File: src/design/brk_pkg.sv
// Shared types and constants for the braking-curve motion profile.
// No dependencies; imported by braking_curve_motion_profile.
package brk_pkg;

  localparam int FractionBits = 8;

  localparam int SpeedW = 17;
  localparam int PosW   = 32;
  localparam int TolW   = 16;
  localparam int DtW    = 16;
  localparam int CfgW   = 17;
  localparam int InW    = 120;
  localparam int OutW   = 120;

  localparam logic [SpeedW-1:0] MaxSpeedReset = SpeedW'(450 << FractionBits);
  localparam logic [SpeedW-1:0] AccelReset    = SpeedW'(180 << FractionBits);
  localparam logic [TolW-1:0]   TolReset      = TolW'(((1 << FractionBits) + 5) / 10);

  // register indexes on the write port
  typedef enum logic [1:0] {
    REG_MAX_SPEED = 2'd0,
    REG_ACCEL     = 2'd1,
    REG_TOLERANCE = 2'd2
  } reg_index_t;

  typedef enum logic [1:0] {
    MODE_AXIS_X = 2'd0,
    MODE_POINT  = 2'd1,
    MODE_SET    = 2'd2
  } mode_t;

  typedef enum logic [4:0] {
    ST_IDLE,
    ST_BRK_MUL,
    ST_BRK_SQRT,
    ST_RAMP_MUL,
    ST_MOVE_MUL,
    ST_MOVE_APPLY,
    ST_CHK0,
    ST_AX_MUL,
    ST_AX_DIV,
    ST_AX_APPLY,
    ST_SQ_X,
    ST_SQ_Y,
    ST_SQ_Z,
    ST_DIST_SQRT,
    ST_DIST_SAVE,
    ST_OUT
  } state_t;

  // iteration counts of the shared units
  localparam logic [5:0] MulSteps  = 6'd34;
  localparam logic [5:0] SqrtSteps = 6'd34;
  localparam logic [5:0] DivSteps  = 6'd50;

  // signed difference of two positions, one bit wider
  function automatic logic signed [PosW:0] pos_diff(input logic signed [PosW-1:0] t,
                                                    input logic signed [PosW-1:0] p);
    pos_diff = {t[PosW-1], t} - {p[PosW-1], p};
  endfunction

  function automatic logic [PosW:0] mag33(input logic signed [PosW:0] v);
    mag33 = v[PosW] ? (PosW+1)'(-v) : v;
  endfunction

  // move speed toward desired by at most step
  function automatic logic [SpeedW-1:0] ramp(input logic [SpeedW-1:0] desired,
                                             input logic [SpeedW-1:0] cur,
                                             input logic [SpeedW-1:0] step);
    logic [SpeedW-1:0] res;
    if (desired > cur) begin
      res = ((desired - cur) > step) ? cur + step : desired;
    end else begin
      res = ((cur - desired) > step) ? cur - step : desired;
    end
    ramp = res;
  endfunction

endpackage

File: src/design/braking_curve_motion_profile.sv
// Braking-curve motion profile: one tick of a trapezoidal speed profile per input beat.
// Depends on brk_pkg. One shared serial multiplier, square root and divider under a sequencer.
//
// Each input beat is one motion tick; the block takes no new beat until the result beat has
// been taken. A tick runs one multiply-shift pass per product, one square-root pass per root
// and one restoring divide per axis, each with a load step: in mode 0 a braking product and
// root, a ramp product and a move product; in mode 1 three squares and a root before the move
// and again after it, an optional braking product and root, and three axis products and
// divides unless the target is reached that tick; in mode 2 or an unused mode none of these.
// A stalled result beat adds its stall. Register writes take effect at once and should only
// be made while the block is idle.
module braking_curve_motion_profile (
  input  logic                         clk,
  input  logic                         rst,
  input  logic                         wr_en,
  input  logic [1:0]                   wr_index,
  input  logic [brk_pkg::CfgW-1:0]     wr_data,
  input  logic                         s_axis_tvalid,
  output logic                         s_axis_tready,
  // target_x[31:0], target_y[63:32], target_z[95:64], stop_at_target[96],
  // step_time[112:97], zero fill above
  input  logic [brk_pkg::InW-1:0]      s_axis_tdata,
  // mode[1:0]
  input  logic [1:0]                   s_axis_tuser,
  output logic                         m_axis_tvalid,
  input  logic                         m_axis_tready,
  // arrived[0], pos_x[32:1], pos_y[64:33], pos_z[96:65], speed_out[113:97], zero fill above
  output logic [brk_pkg::OutW-1:0]     m_axis_tdata
);
  import brk_pkg::*;

  state_t state, state_next;
  logic [5:0] cnt;

  logic [SpeedW-1:0] max_speed, acceleration, speed, desired, move;
  logic [TolW-1:0]   tolerance;
  logic signed [PosW-1:0] px, py, pz, tx, ty, tz;
  logic [1:0]  mode;
  logic        stop, second, arrived;
  logic [DtW-1:0] dt;
  logic [1:0]  axis;
  logic [33:0] distance;

  // shared units
  logic [67:0] mcand, prod, sq_src;
  logic [33:0] mplier, root;
  logic [36:0] rem;
  logic [49:0] num;
  logic [34:0] drem;

  logic signed [PosW:0] dxv, dyv, dzv, dsel;
  logic [PosW:0] adx, ady, adz, asel;
  logic signed [PosW-1:0] psel;
  logic [SpeedW-1:0] prod_hi, ramped, brk_des;
  logic [36:0] sq_next, sq_trial;
  logic [34:0] div_next;
  logic [PosW:0] mv0;
  logic [PosW:0] q;
  logic signed [PosW:0] stepped;

  assign dxv = pos_diff(tx, px);
  assign dyv = pos_diff(ty, py);
  assign dzv = pos_diff(tz, pz);
  assign adx = mag33(dxv);
  assign ady = mag33(dyv);
  assign adz = mag33(dzv);

  always_comb begin
    case (axis)
      2'd0:    begin dsel = dxv; psel = px; end
      2'd1:    begin dsel = dyv; psel = py; end
      default: begin dsel = dzv; psel = pz; end
    endcase
  end
  assign asel = mag33(dsel);

  assign prod_hi  = prod[32:16];
  assign ramped   = ramp(desired, speed, prod_hi);
  assign brk_des  = (root < {17'd0, max_speed}) ? root[SpeedW-1:0] : max_speed;
  assign sq_next  = {rem[34:0], sq_src[67:66]};
  assign sq_trial = {1'b0, root, 2'b01};
  assign div_next = {drem[33:0], num[49]};
  assign mv0      = ({16'd0, prod_hi} > adx) ? adx : {16'd0, prod_hi};
  assign q        = num[PosW:0];
  assign stepped  = dsel[PosW] ? $signed({psel[PosW-1], psel}) - $signed(q)
                               : $signed({psel[PosW-1], psel}) + $signed(q);

  // next state
  always_comb begin
    state_next = state;
    case (state)
      ST_IDLE: begin
        if (s_axis_tvalid) begin
          case (s_axis_tuser)
            MODE_AXIS_X: state_next = ST_BRK_MUL;
            MODE_POINT:  state_next = ST_SQ_X;
            default:     state_next = ST_OUT;
          endcase
        end
      end
      ST_BRK_MUL:   if (cnt == MulSteps)  state_next = ST_BRK_SQRT;
      ST_BRK_SQRT:  if (cnt == SqrtSteps) state_next = ST_RAMP_MUL;
      ST_RAMP_MUL:  if (cnt == MulSteps)  state_next = ST_MOVE_MUL;
      ST_MOVE_MUL:  if (cnt == MulSteps)  state_next = ST_MOVE_APPLY;
      ST_MOVE_APPLY: begin
        if (mode == MODE_AXIS_X)               state_next = ST_CHK0;
        else if (distance <= {17'd0, prod_hi}) state_next = ST_SQ_X;
        else                                   state_next = ST_AX_MUL;
      end
      ST_CHK0:      state_next = ST_OUT;
      ST_AX_MUL:    if (cnt == MulSteps) state_next = ST_AX_DIV;
      ST_AX_DIV:    if (cnt == DivSteps) state_next = ST_AX_APPLY;
      ST_AX_APPLY:  state_next = (axis == 2'd2) ? ST_SQ_X : ST_AX_MUL;
      ST_SQ_X:      if (cnt == MulSteps)  state_next = ST_SQ_Y;
      ST_SQ_Y:      if (cnt == MulSteps)  state_next = ST_SQ_Z;
      ST_SQ_Z:      if (cnt == MulSteps)  state_next = ST_DIST_SQRT;
      ST_DIST_SQRT: if (cnt == SqrtSteps) state_next = ST_DIST_SAVE;
      ST_DIST_SAVE: begin
        if (second)    state_next = ST_OUT;
        else if (stop) state_next = ST_BRK_MUL;
        else           state_next = ST_RAMP_MUL;
      end
      ST_OUT:       if (m_axis_tready) state_next = ST_IDLE;
      default:      state_next = ST_IDLE;
    endcase
  end

  // handshake outputs
  always_comb begin
    s_axis_tready = (state == ST_IDLE);
    m_axis_tvalid = (state == ST_OUT);
    m_axis_tdata  = {6'd0, speed, pz, py, px, arrived};
  end

  always_ff @(posedge clk) begin
    if (rst) begin
      state        <= ST_IDLE;
      cnt          <= '0;
      max_speed    <= MaxSpeedReset;
      acceleration <= AccelReset;
      tolerance    <= TolReset;
      speed        <= '0;
      px           <= '0;
      py           <= '0;
      pz           <= '0;
    end else begin
      state <= state_next;
      cnt   <= (state_next != state) ? 6'd0 : cnt + 6'd1;

      if (wr_en) begin
        case (wr_index)
          REG_MAX_SPEED: max_speed    <= wr_data;
          REG_ACCEL:     acceleration <= wr_data;
          REG_TOLERANCE: tolerance    <= wr_data[TolW-1:0];
          default: ;
        endcase
      end

      case (state)
        ST_IDLE: begin
          if (s_axis_tvalid) begin
            mode    <= s_axis_tuser;
            tx      <= s_axis_tdata[31:0];
            ty      <= s_axis_tdata[63:32];
            tz      <= s_axis_tdata[95:64];
            stop    <= s_axis_tdata[96];
            dt      <= s_axis_tdata[112:97];
            second  <= 1'b0;
            axis    <= 2'd0;
            arrived <= 1'b0;
            if (s_axis_tuser == MODE_SET) begin
              px      <= s_axis_tdata[31:0];
              py      <= s_axis_tdata[63:32];
              pz      <= s_axis_tdata[95:64];
              speed   <= '0;
              arrived <= 1'b1;
            end
          end
        end
        ST_BRK_MUL: begin
          if (cnt == 6'd0) begin
            mcand  <= {51'd0, acceleration};
            mplier <= (mode == MODE_AXIS_X) ? {1'b0, adx} : distance;
            prod   <= '0;
          end
        end
        ST_BRK_SQRT: begin
          if (cnt == 6'd0) begin
            sq_src <= {prod[66:0], 1'b0};
            rem    <= '0;
            root   <= '0;
          end
        end
        ST_RAMP_MUL: begin
          if (cnt == 6'd0) begin
            desired <= (mode == MODE_AXIS_X || stop) ? brk_des : max_speed;
            mcand   <= {51'd0, acceleration};
            mplier  <= {18'd0, dt};
            prod    <= '0;
          end
        end
        ST_MOVE_MUL: begin
          if (cnt == 6'd0) begin
            speed  <= ramped;
            mcand  <= {51'd0, ramped};
            mplier <= {18'd0, dt};
            prod   <= '0;
          end
        end
        ST_MOVE_APPLY: begin
          move <= prod_hi;
          if (mode == MODE_AXIS_X) begin
            px <= dxv[PosW] ? PosW'($signed({px[PosW-1], px}) - $signed(mv0))
                            : PosW'($signed({px[PosW-1], px}) + $signed(mv0));
          end else if (distance <= {17'd0, prod_hi}) begin
            px     <= tx;
            py     <= ty;
            pz     <= tz;
            second <= 1'b1;
          end
        end
        ST_CHK0: begin
          if (adx < {17'd0, tolerance}) begin
            speed   <= '0;
            arrived <= 1'b1;
          end
        end
        ST_AX_MUL: begin
          if (cnt == 6'd0) begin
            mcand  <= {35'd0, asel};
            mplier <= {17'd0, move};
            prod   <= '0;
          end
        end
        ST_AX_DIV: begin
          if (cnt == 6'd0) begin
            num  <= prod[49:0];
            drem <= '0;
          end
        end
        ST_AX_APPLY: begin
          case (axis)
            2'd0:    px <= stepped[PosW-1:0];
            2'd1:    py <= stepped[PosW-1:0];
            default: pz <= stepped[PosW-1:0];
          endcase
          axis <= axis + 2'd1;
          if (axis == 2'd2) second <= 1'b1;
        end
        ST_SQ_X: begin
          if (cnt == 6'd0) begin
            mcand  <= {35'd0, adx};
            mplier <= {1'b0, adx};
            prod   <= '0;
          end
        end
        ST_SQ_Y: begin
          // hold the running sum of squares
          if (cnt == 6'd0) begin
            mcand  <= {35'd0, ady};
            mplier <= {1'b0, ady};
          end
        end
        ST_SQ_Z: begin
          if (cnt == 6'd0) begin
            mcand  <= {35'd0, adz};
            mplier <= {1'b0, adz};
          end
        end
        ST_DIST_SQRT: begin
          if (cnt == 6'd0) begin
            sq_src <= prod;
            rem    <= '0;
            root   <= '0;
          end
        end
        ST_DIST_SAVE: begin
          if (!second) begin
            distance <= root;
          end else if (root <= {18'd0, tolerance}) begin
            px      <= tx;
            py      <= ty;
            pz      <= tz;
            arrived <= 1'b1;
            if (stop) speed <= '0;
          end
        end
        default: ;
      endcase

      // shared unit iterations
      if (cnt != 6'd0) begin
        case (state)
          ST_BRK_MUL, ST_RAMP_MUL, ST_MOVE_MUL, ST_AX_MUL, ST_SQ_X, ST_SQ_Y, ST_SQ_Z: begin
            if (mplier[0]) prod <= prod + mcand;
            mcand  <= {mcand[66:0], 1'b0};
            mplier <= {1'b0, mplier[33:1]};
          end
          ST_BRK_SQRT, ST_DIST_SQRT: begin
            sq_src <= {sq_src[65:0], 2'b00};
            if (sq_next >= sq_trial) begin
              rem  <= sq_next - sq_trial;
              root <= {root[32:0], 1'b1};
            end else begin
              rem  <= sq_next;
              root <= {root[32:0], 1'b0};
            end
          end
          ST_AX_DIV: begin
            if (div_next >= {1'b0, distance}) begin
              drem <= div_next - {1'b0, distance};
              num  <= {num[48:0], 1'b1};
            end else begin
              drem <= div_next;
              num  <= {num[48:0], 1'b0};
            end
          end
          default: ;
        endcase
      end
    end
  end

endmodule

File: config.mk
export PLATFORM = sky130hd
export DESIGN_NAME = braking_curve_motion_profile
export DESIGN_NICKNAME = d
export VERILOG_FILES = /design/src/design/brk_pkg.sv /design/src/design/braking_curve_motion_profile.sv
export SDC_FILE = /design/constraint.sdc
export NUM_CORES = 2
export LEC_CHECK = 0
export ABC_AREA = 1
export BUFFER_PORTS_ARGS = -buffer_cell sky130_fd_sc_hd__buf_4
export CORE_MARGIN = 2
export CORE_UTILIZATION = 40
export DETAILED_ROUTE_END_ITERATION = 8
export HOLD_SLACK_MARGIN = 0.05
export PLACE_DENSITY = 0.7
export SLEW_MARGIN = 20
export SYNTH_ARGS = -nofsm -noshare
export SYNTH_HDL_FRONTEND = slang
export SYNTH_SLANG_ARGS = --single-unit
File: constraint.sdc
create_clock -name clk -period 11.6 [get_ports clk]
set_input_delay 1.74 -clock clk [delete_from_list [all_inputs] [get_ports clk]]
set_output_delay 1.74 -clock clk [all_outputs]
set_load 0.1 [all_outputs]
* After elaboration in Yosys (flattened, before gate mapping)
Cells that the tools add are included.
Word-level totals: input port bits 146, register bits 755, logic and storage cells 260
Cells by class: reductions and logical operators 34, equality and inequality tests 38, bitwise operators 2, muxes and demuxes 127, $lt $le $gt $ge 10, add/subtract/negate cells 20
Operators by type and width (number):
- two-way mux 68 bit | 17
- two-way mux 32 bit | 24
- two-way mux 34 bit | 13
- case mux 68 bit (6 select lines) | 1
- case mux 32 bit (4 select lines) | 3
- two-way mux 17 bit | 12
- case mux 34 bit (6 select lines) | 1
- two-way mux 50 bit | 4
- two-way mux 37 bit | 5
- two-way mux 35 bit | 5
- case mux 68 bit (2 select lines) | 1
- two-way mux 33 bit | 4
- negation 33 bit | 4
- subtractor 32 x 32 -> 33 bit | 3
- case mux 5 bit (16 select lines) | 1
- adder 68 bit | 1
- case mux 17 bit (4 select lines) | 1
- case mux 33 bit (2 select lines) | 1
- adder 32 bit | 2
- case mux 32 bit (2 select lines) | 1
- subtractor 32 bit | 2
- two-way mux 5 bit | 12
- > comparator 17 bit | 3
- subtractor 17 bit | 3
- 46 further kinds | 107

* Depth between registers and ports, before layout
depth in word-level cells 9, depth in mapped cells 64

* Least setup slack after synthesis
No wires, ideal clock.
kind in2reg, start input port rst, end register max_speed[15], arrival 10.622 ns, required time 11.072 ns, path slack 0.450 ns, cell stages on the path 5, path buffers 3, path through clkbuf_1 -> inv_1 -> clkbuf_1 -> buf_1 -> o211ai_1
RTL lines:
- start, declared | line braking_curve_motion_profile.sv:14 | input logic rst,
- end signal, assigned | line braking_curve_motion_profile.sv:139 | max_speed <= MaxSpeedReset;
- end signal, assigned | line braking_curve_motion_profile.sv:152 | REG_MAX_SPEED: max_speed <= wr_data;
- end, declared | line braking_curve_motion_profile.sv:35 | logic [SpeedW-1:0] max_speed, acceleration, speed, desired, move;
No word-level cell between the ends.

* Worst setup path in the final report
start register px[3], end register px[28]
On the way: cells in the longest elaborated chain, start to end 9
RTL lines:
- start, declared | line braking_curve_motion_profile.sv:37 | logic signed [PosW-1:0] px, py, pz, tx, ty, tz;
- start signal, assigned | line braking_curve_motion_profile.sv:172 | px <= s_axis_tdata[31:0];
- start signal, assigned | line braking_curve_motion_profile.sv:213 | px <= dxv[PosW] ? PosW'($signed({px[PosW-1], px}) - $signed(mv0))
- start signal, assigned | line braking_curve_motion_profile.sv:216 | px <= tx;
- subtractor 32 x 32 -> 33 bit | line brk_pkg.sv:59 | pos_diff = {t[PosW-1], t} - {p[PosW-1], p};
- negation 33 bit | line brk_pkg.sv:63 | mag33 = v[PosW] ? (PosW+1)'(-v) : v;
- two-way mux 33 bit | line brk_pkg.sv:63
- > comparator 17 x 33 -> 1 bit | line braking_curve_motion_profile.sv:83 | assign mv0 = ({16'd0, prod_hi} > adx) ? adx : {16'd0, prod_hi};
- two-way mux 32 bit | line braking_curve_motion_profile.sv:83
- adder 32 bit / subtractor 32 bit (equally long branches) | line braking_curve_motion_profile.sv:214, braking_curve_motion_profile.sv:213
- two-way mux 32 bit | line braking_curve_motion_profile.sv:213
- two-way mux 32 bit | line braking_curve_motion_profile.sv:212 | if (mode == MODE_AXIS_X) begin
- case mux 32 bit (4 select lines) (*) | line braking_curve_motion_profile.sv:159 | case (state)
Mark *: on every way between the ends. The rest lies on a longest branch, timed or not. The select of a mux whose other input is x is not followed. A chain may end at the register's enable or synchronous reset.

==> summary.txt <==
Logic synthesis
  – Register bit total from synthesis: about 750
  – Post-synth cell types: 70
  – Top post-synthesis cells by area: edfxtp_1 (28%), nand2_1 (11%), ha_1 (9.6%)
  – Most used DFF post-synth: edfxtp_1
  – Yosys top cell area share: 0.275
  – Mapped Cells: 8781
  – Avg Cell Area, Syn: 7.18 µm²
  – Mapped Area: 0.0630 mm²
  – Yosys warning count: 0
  – Post-synth EDFFs: around 580
  – Async SR Flop Fraction: 0
  – Share of the yosys chip area belonging to registers: 0.331
  – Top cell type by total area after synthesis: edfxtp_1

Critical path
  – Launching point of the worst reg2reg path: px[3]
  – R2r setup slk: 1790 ps
  – Crit path launch: px[3]
  – Crit. End Element: flop
  – Crit path DAT: 10460 ps
  – CP most frequent cell: nand2_1
  – RR Endpoint: px[28]
  – CP Launch Type: flop
  – Crit path kind: reg -> reg
  – CP peak stage delay: 630 ps
  – Reg2Reg Depth: 56
  – Crit path to: px[28]
  – CP required: 12250 ps
  – Crit-path max FO: 26
  – Critical Path Slowest Stage Cell: nand2_1

Clock network
  – CTS root buf: clkbuf_16
  – CTS Buf Count: between 90 and 100
  – Post-CTS resize count: 0
  – Later-pin clock latency in the skew report: approximately 790 ps
  – Clock-pin slew on the worst setup and hold paths: 60 ps
  – CTS sink cnt: approximately 750
  – Clock H-tree levels: 3
  – Clk buf depth: 3
  – Post-CTS Hold Buffers: 0
  – TritonCTS clock tree: yes
  – Post-CTS Setup Bufs: 0

Floorplanning
  – Top-Level Pins: 268
  – Die Ht: between 400 and 500 µm
  – Initial Utilization: 0.403
  – FP Rows: 145
  – Core Region: 0.156 mm²
  – Overall die width: 401 µm
  – Die area: 0.161 mm²

Place
  – Final Wtd Congestion: 1.08
  – DPL Wire Length: 211 mm
  – Setup WS pre-CTS: 2080 ps
  – Placed cells: 10900
  – Dpl cell area: 0.0672 mm²
  – Buffers on Ports: ~250

Power
  – Flop pwr share: 0.321
  – Sw Ratio: 0.411
  – Maximum VDD drop: 0.118 mV
  – Total power per unit cell area: 145 mW/mm²
  – Net Switching: about 4.2 mW
  – Clock network power share: 0.310
  – Comb pwr share: 0.369
  – Static Leak: 30.9 nW
  – P_int: 6.00 mW
  – Total power: 10.2 mW

Run status
  – Outcome: completed

Detailed routing
  – Total wire length: 272 mm
  – Routed len/inst: roughly 25 µm
  – Via count: roughly 66000
  – Iteration-0 DRC Markers: 9262
  – DR vias/cell: 5.95
  – Drt pass-1 iters: 9
  – Antenna-violating nets left: 0
  – Drc violations: 0

Timing
  – Worst slew margin: 0.153
  – Worst slew pin tran: 1260 ps
  – Final hold vios: 0
  – Max-slew violations: 0
  – Tcrit/Tclk final: 0.846
  – RSZ-0062 raised after global routing: no
  – Setup TNS Final: 0 ps
  – Setup WS post-layout: 1790 ps
  – Fin crit period: 9810 ps
  – Max frequency: 102 MHz
  – Clk_skew: about 80 ps
  – Final setup violation count: 0

Finish
  – Area growth syn-to-layout: 11.9%
  – Layout cells sized above 1: 0.0760
  – Final Non-Filler Cells: 11100
  – Register area: 0.0208 mm²
  – Fillers: 15800
  – Nets: approximately 9600
  – Area of the multi-input gates: 0.0367 mm²
  – Finished Cell Area: 0.0705 mm²

Global route
  – Largest net degree at the start of global routing: 134
  – First-pass GRT wire length: 392 mm
  – Overflow left after global routing: 0
  – GRT Util Overall: 0.324
  – Vias in the first global route: 60400
  – Initial antenna violation count: 27

Job
  – Number of max-cap violations: 0

Hold path
  – Hold/Removal Path Class: reg -> reg
==> worst max-delay path: cells and delay by family, from the launching register on <==
| family | cells | cell delay [ps] |
|---|---|---|
| AOI/OAI and AO/OA | 15 | 3270 |
| xor gates and xnor gates | 1 | 440 |
| adders and majority gates | 4 | 1200 |
| buffers and inverters | 4 | 500 |
| DFF | 1 | 420 |
| and+or+nand+nor | 32 | 3850 |
==> placed cells by master, fill, tap and decap left out, types with 14 or more instances in the layout <==
cell       Yosys  routed
a211oi_1      55      55
a21boi_0      23      23
a21o_1        25      25
a21oi_1      799     797
a221oi_1      34      34
a22o_1        66      66
a31oi_1      114     114
buf_4         10     363
clkbuf_1     293      17
clkbuf_16      0      95
clkinv_1       9      17
clkinv_2       0      20
dfxtp_1      174     174
edfxtp_1     578     578
ha_1         482     482
inv_1       1127    1122
inv_2         23      25
nand2_1     1824    1823
nand2_2       24      25
nand3_1      334     334
nand3b_1      17      17
nand4_1       89      89
nor2_1       867     850
nor2_2        16      23
nor2_4         7      17
nor3_1       103     101
nor4_1        32      32
o211ai_1      83      83
o21a_1        31      31
o21ai_0      813     809
o21ai_1       11      14
o21bai_1      39      39
o221ai_1      51      51
o22ai_1      138     138
o31ai_1       19      19
or2_2         44      44
xnor2_1       76      76
xor2_1       208     208
==> worst min path at each step <==
stage                     cells past startpoint  start            to
after floorplan                               0   flop  distance[24]
final                                         0   flop  distance[33]
after CTS                                     0   flop  distance[33]
after global routing                          0   flop  distance[32]
after global placement                        0   flop  distance[25]
after detailed placement                      0   flop  distance[33]
==> synthesized netlist by cell type, types with 55 or more instances <==
| cell type | number |
|---|---|
| a211oi_1 | 55 |
| a21oi_1 | 799 |
| a22o_1 | 66 |
| a31oi_1 | 114 |
| clkbuf_1 | 293 |
| dfxtp_1 | 174 |
| edfxtp_1 | 578 |
| ha_1 | 482 |
| inv_1 | 1127 |
| nand2_1 | 1824 |
| nand3_1 | 334 |
| nand4_1 | 89 |
| nor2_1 | 867 |
| nor3_1 | 103 |
| o211ai_1 | 83 |
| o21ai_0 | 813 |
| o22ai_1 | 138 |
| xnor2_1 | 76 |
| xor2_1 | 208 |
==> metal layers <==
metal  vias to the layer above  global-route usage  routed length, µm
met5                         -             0.00178                217
met4                        20               0.191              18500
li1                      30400                   -                  -
met2                      3709               0.481             114000
met3                       798               0.106              34900
met1                     30900               0.409             105000
==> cell families after synthesis <==
group | synth area share
xor+xnor | 0.0395
flops | 0.331
buf+inv | 0.0896
fa+ha+maj | 0.0992
compound gates | 0.219
simple gates | 0.222
other cells | 0.0000595
==> layout make-up <==
| cell class | count | share of cell area |
|---|---|---|
| Clock inverter | 56 | 0.00999 |
| Clock buffer | 119 | 0.0360 |
| Antenna cell | 3 | 0.000106 |
| Inverter | 1159 | 0.0619 |
| Tap cell | 2058 | 0.0365 |
| Sequential cell | 752 | 0.296 |
| Multi-Input combinational cell | 6546 | 0.520 |
| Timing Repair Buffer | 366 | 0.0395 |
==> through the flow <==
| step | util | hold slack [ps] |
|---|---|---|
| finish | 0.451 | 450 |
| global route | 0.451 | 459 |
| CTS | 0.450 | 452 |
| detailed placement | 0.430 | 437 |
| global placement | 0.430 | 434 |
| floorplan | - | 426 |
==> power by group through the flow <==
stage                     registers, mW  clock network, mW  logic [mW]
after floorplan                    3.53                  0        2.25
after global placement             3.31                  0        3.58
after detailed placement           3.31                  0        3.62
after CTS                          3.26               3.17        3.65
after global routing               3.28               3.27        4.06
final                              3.27               3.15        3.76
Note: power is estimated with default switching activity, not from simulation.
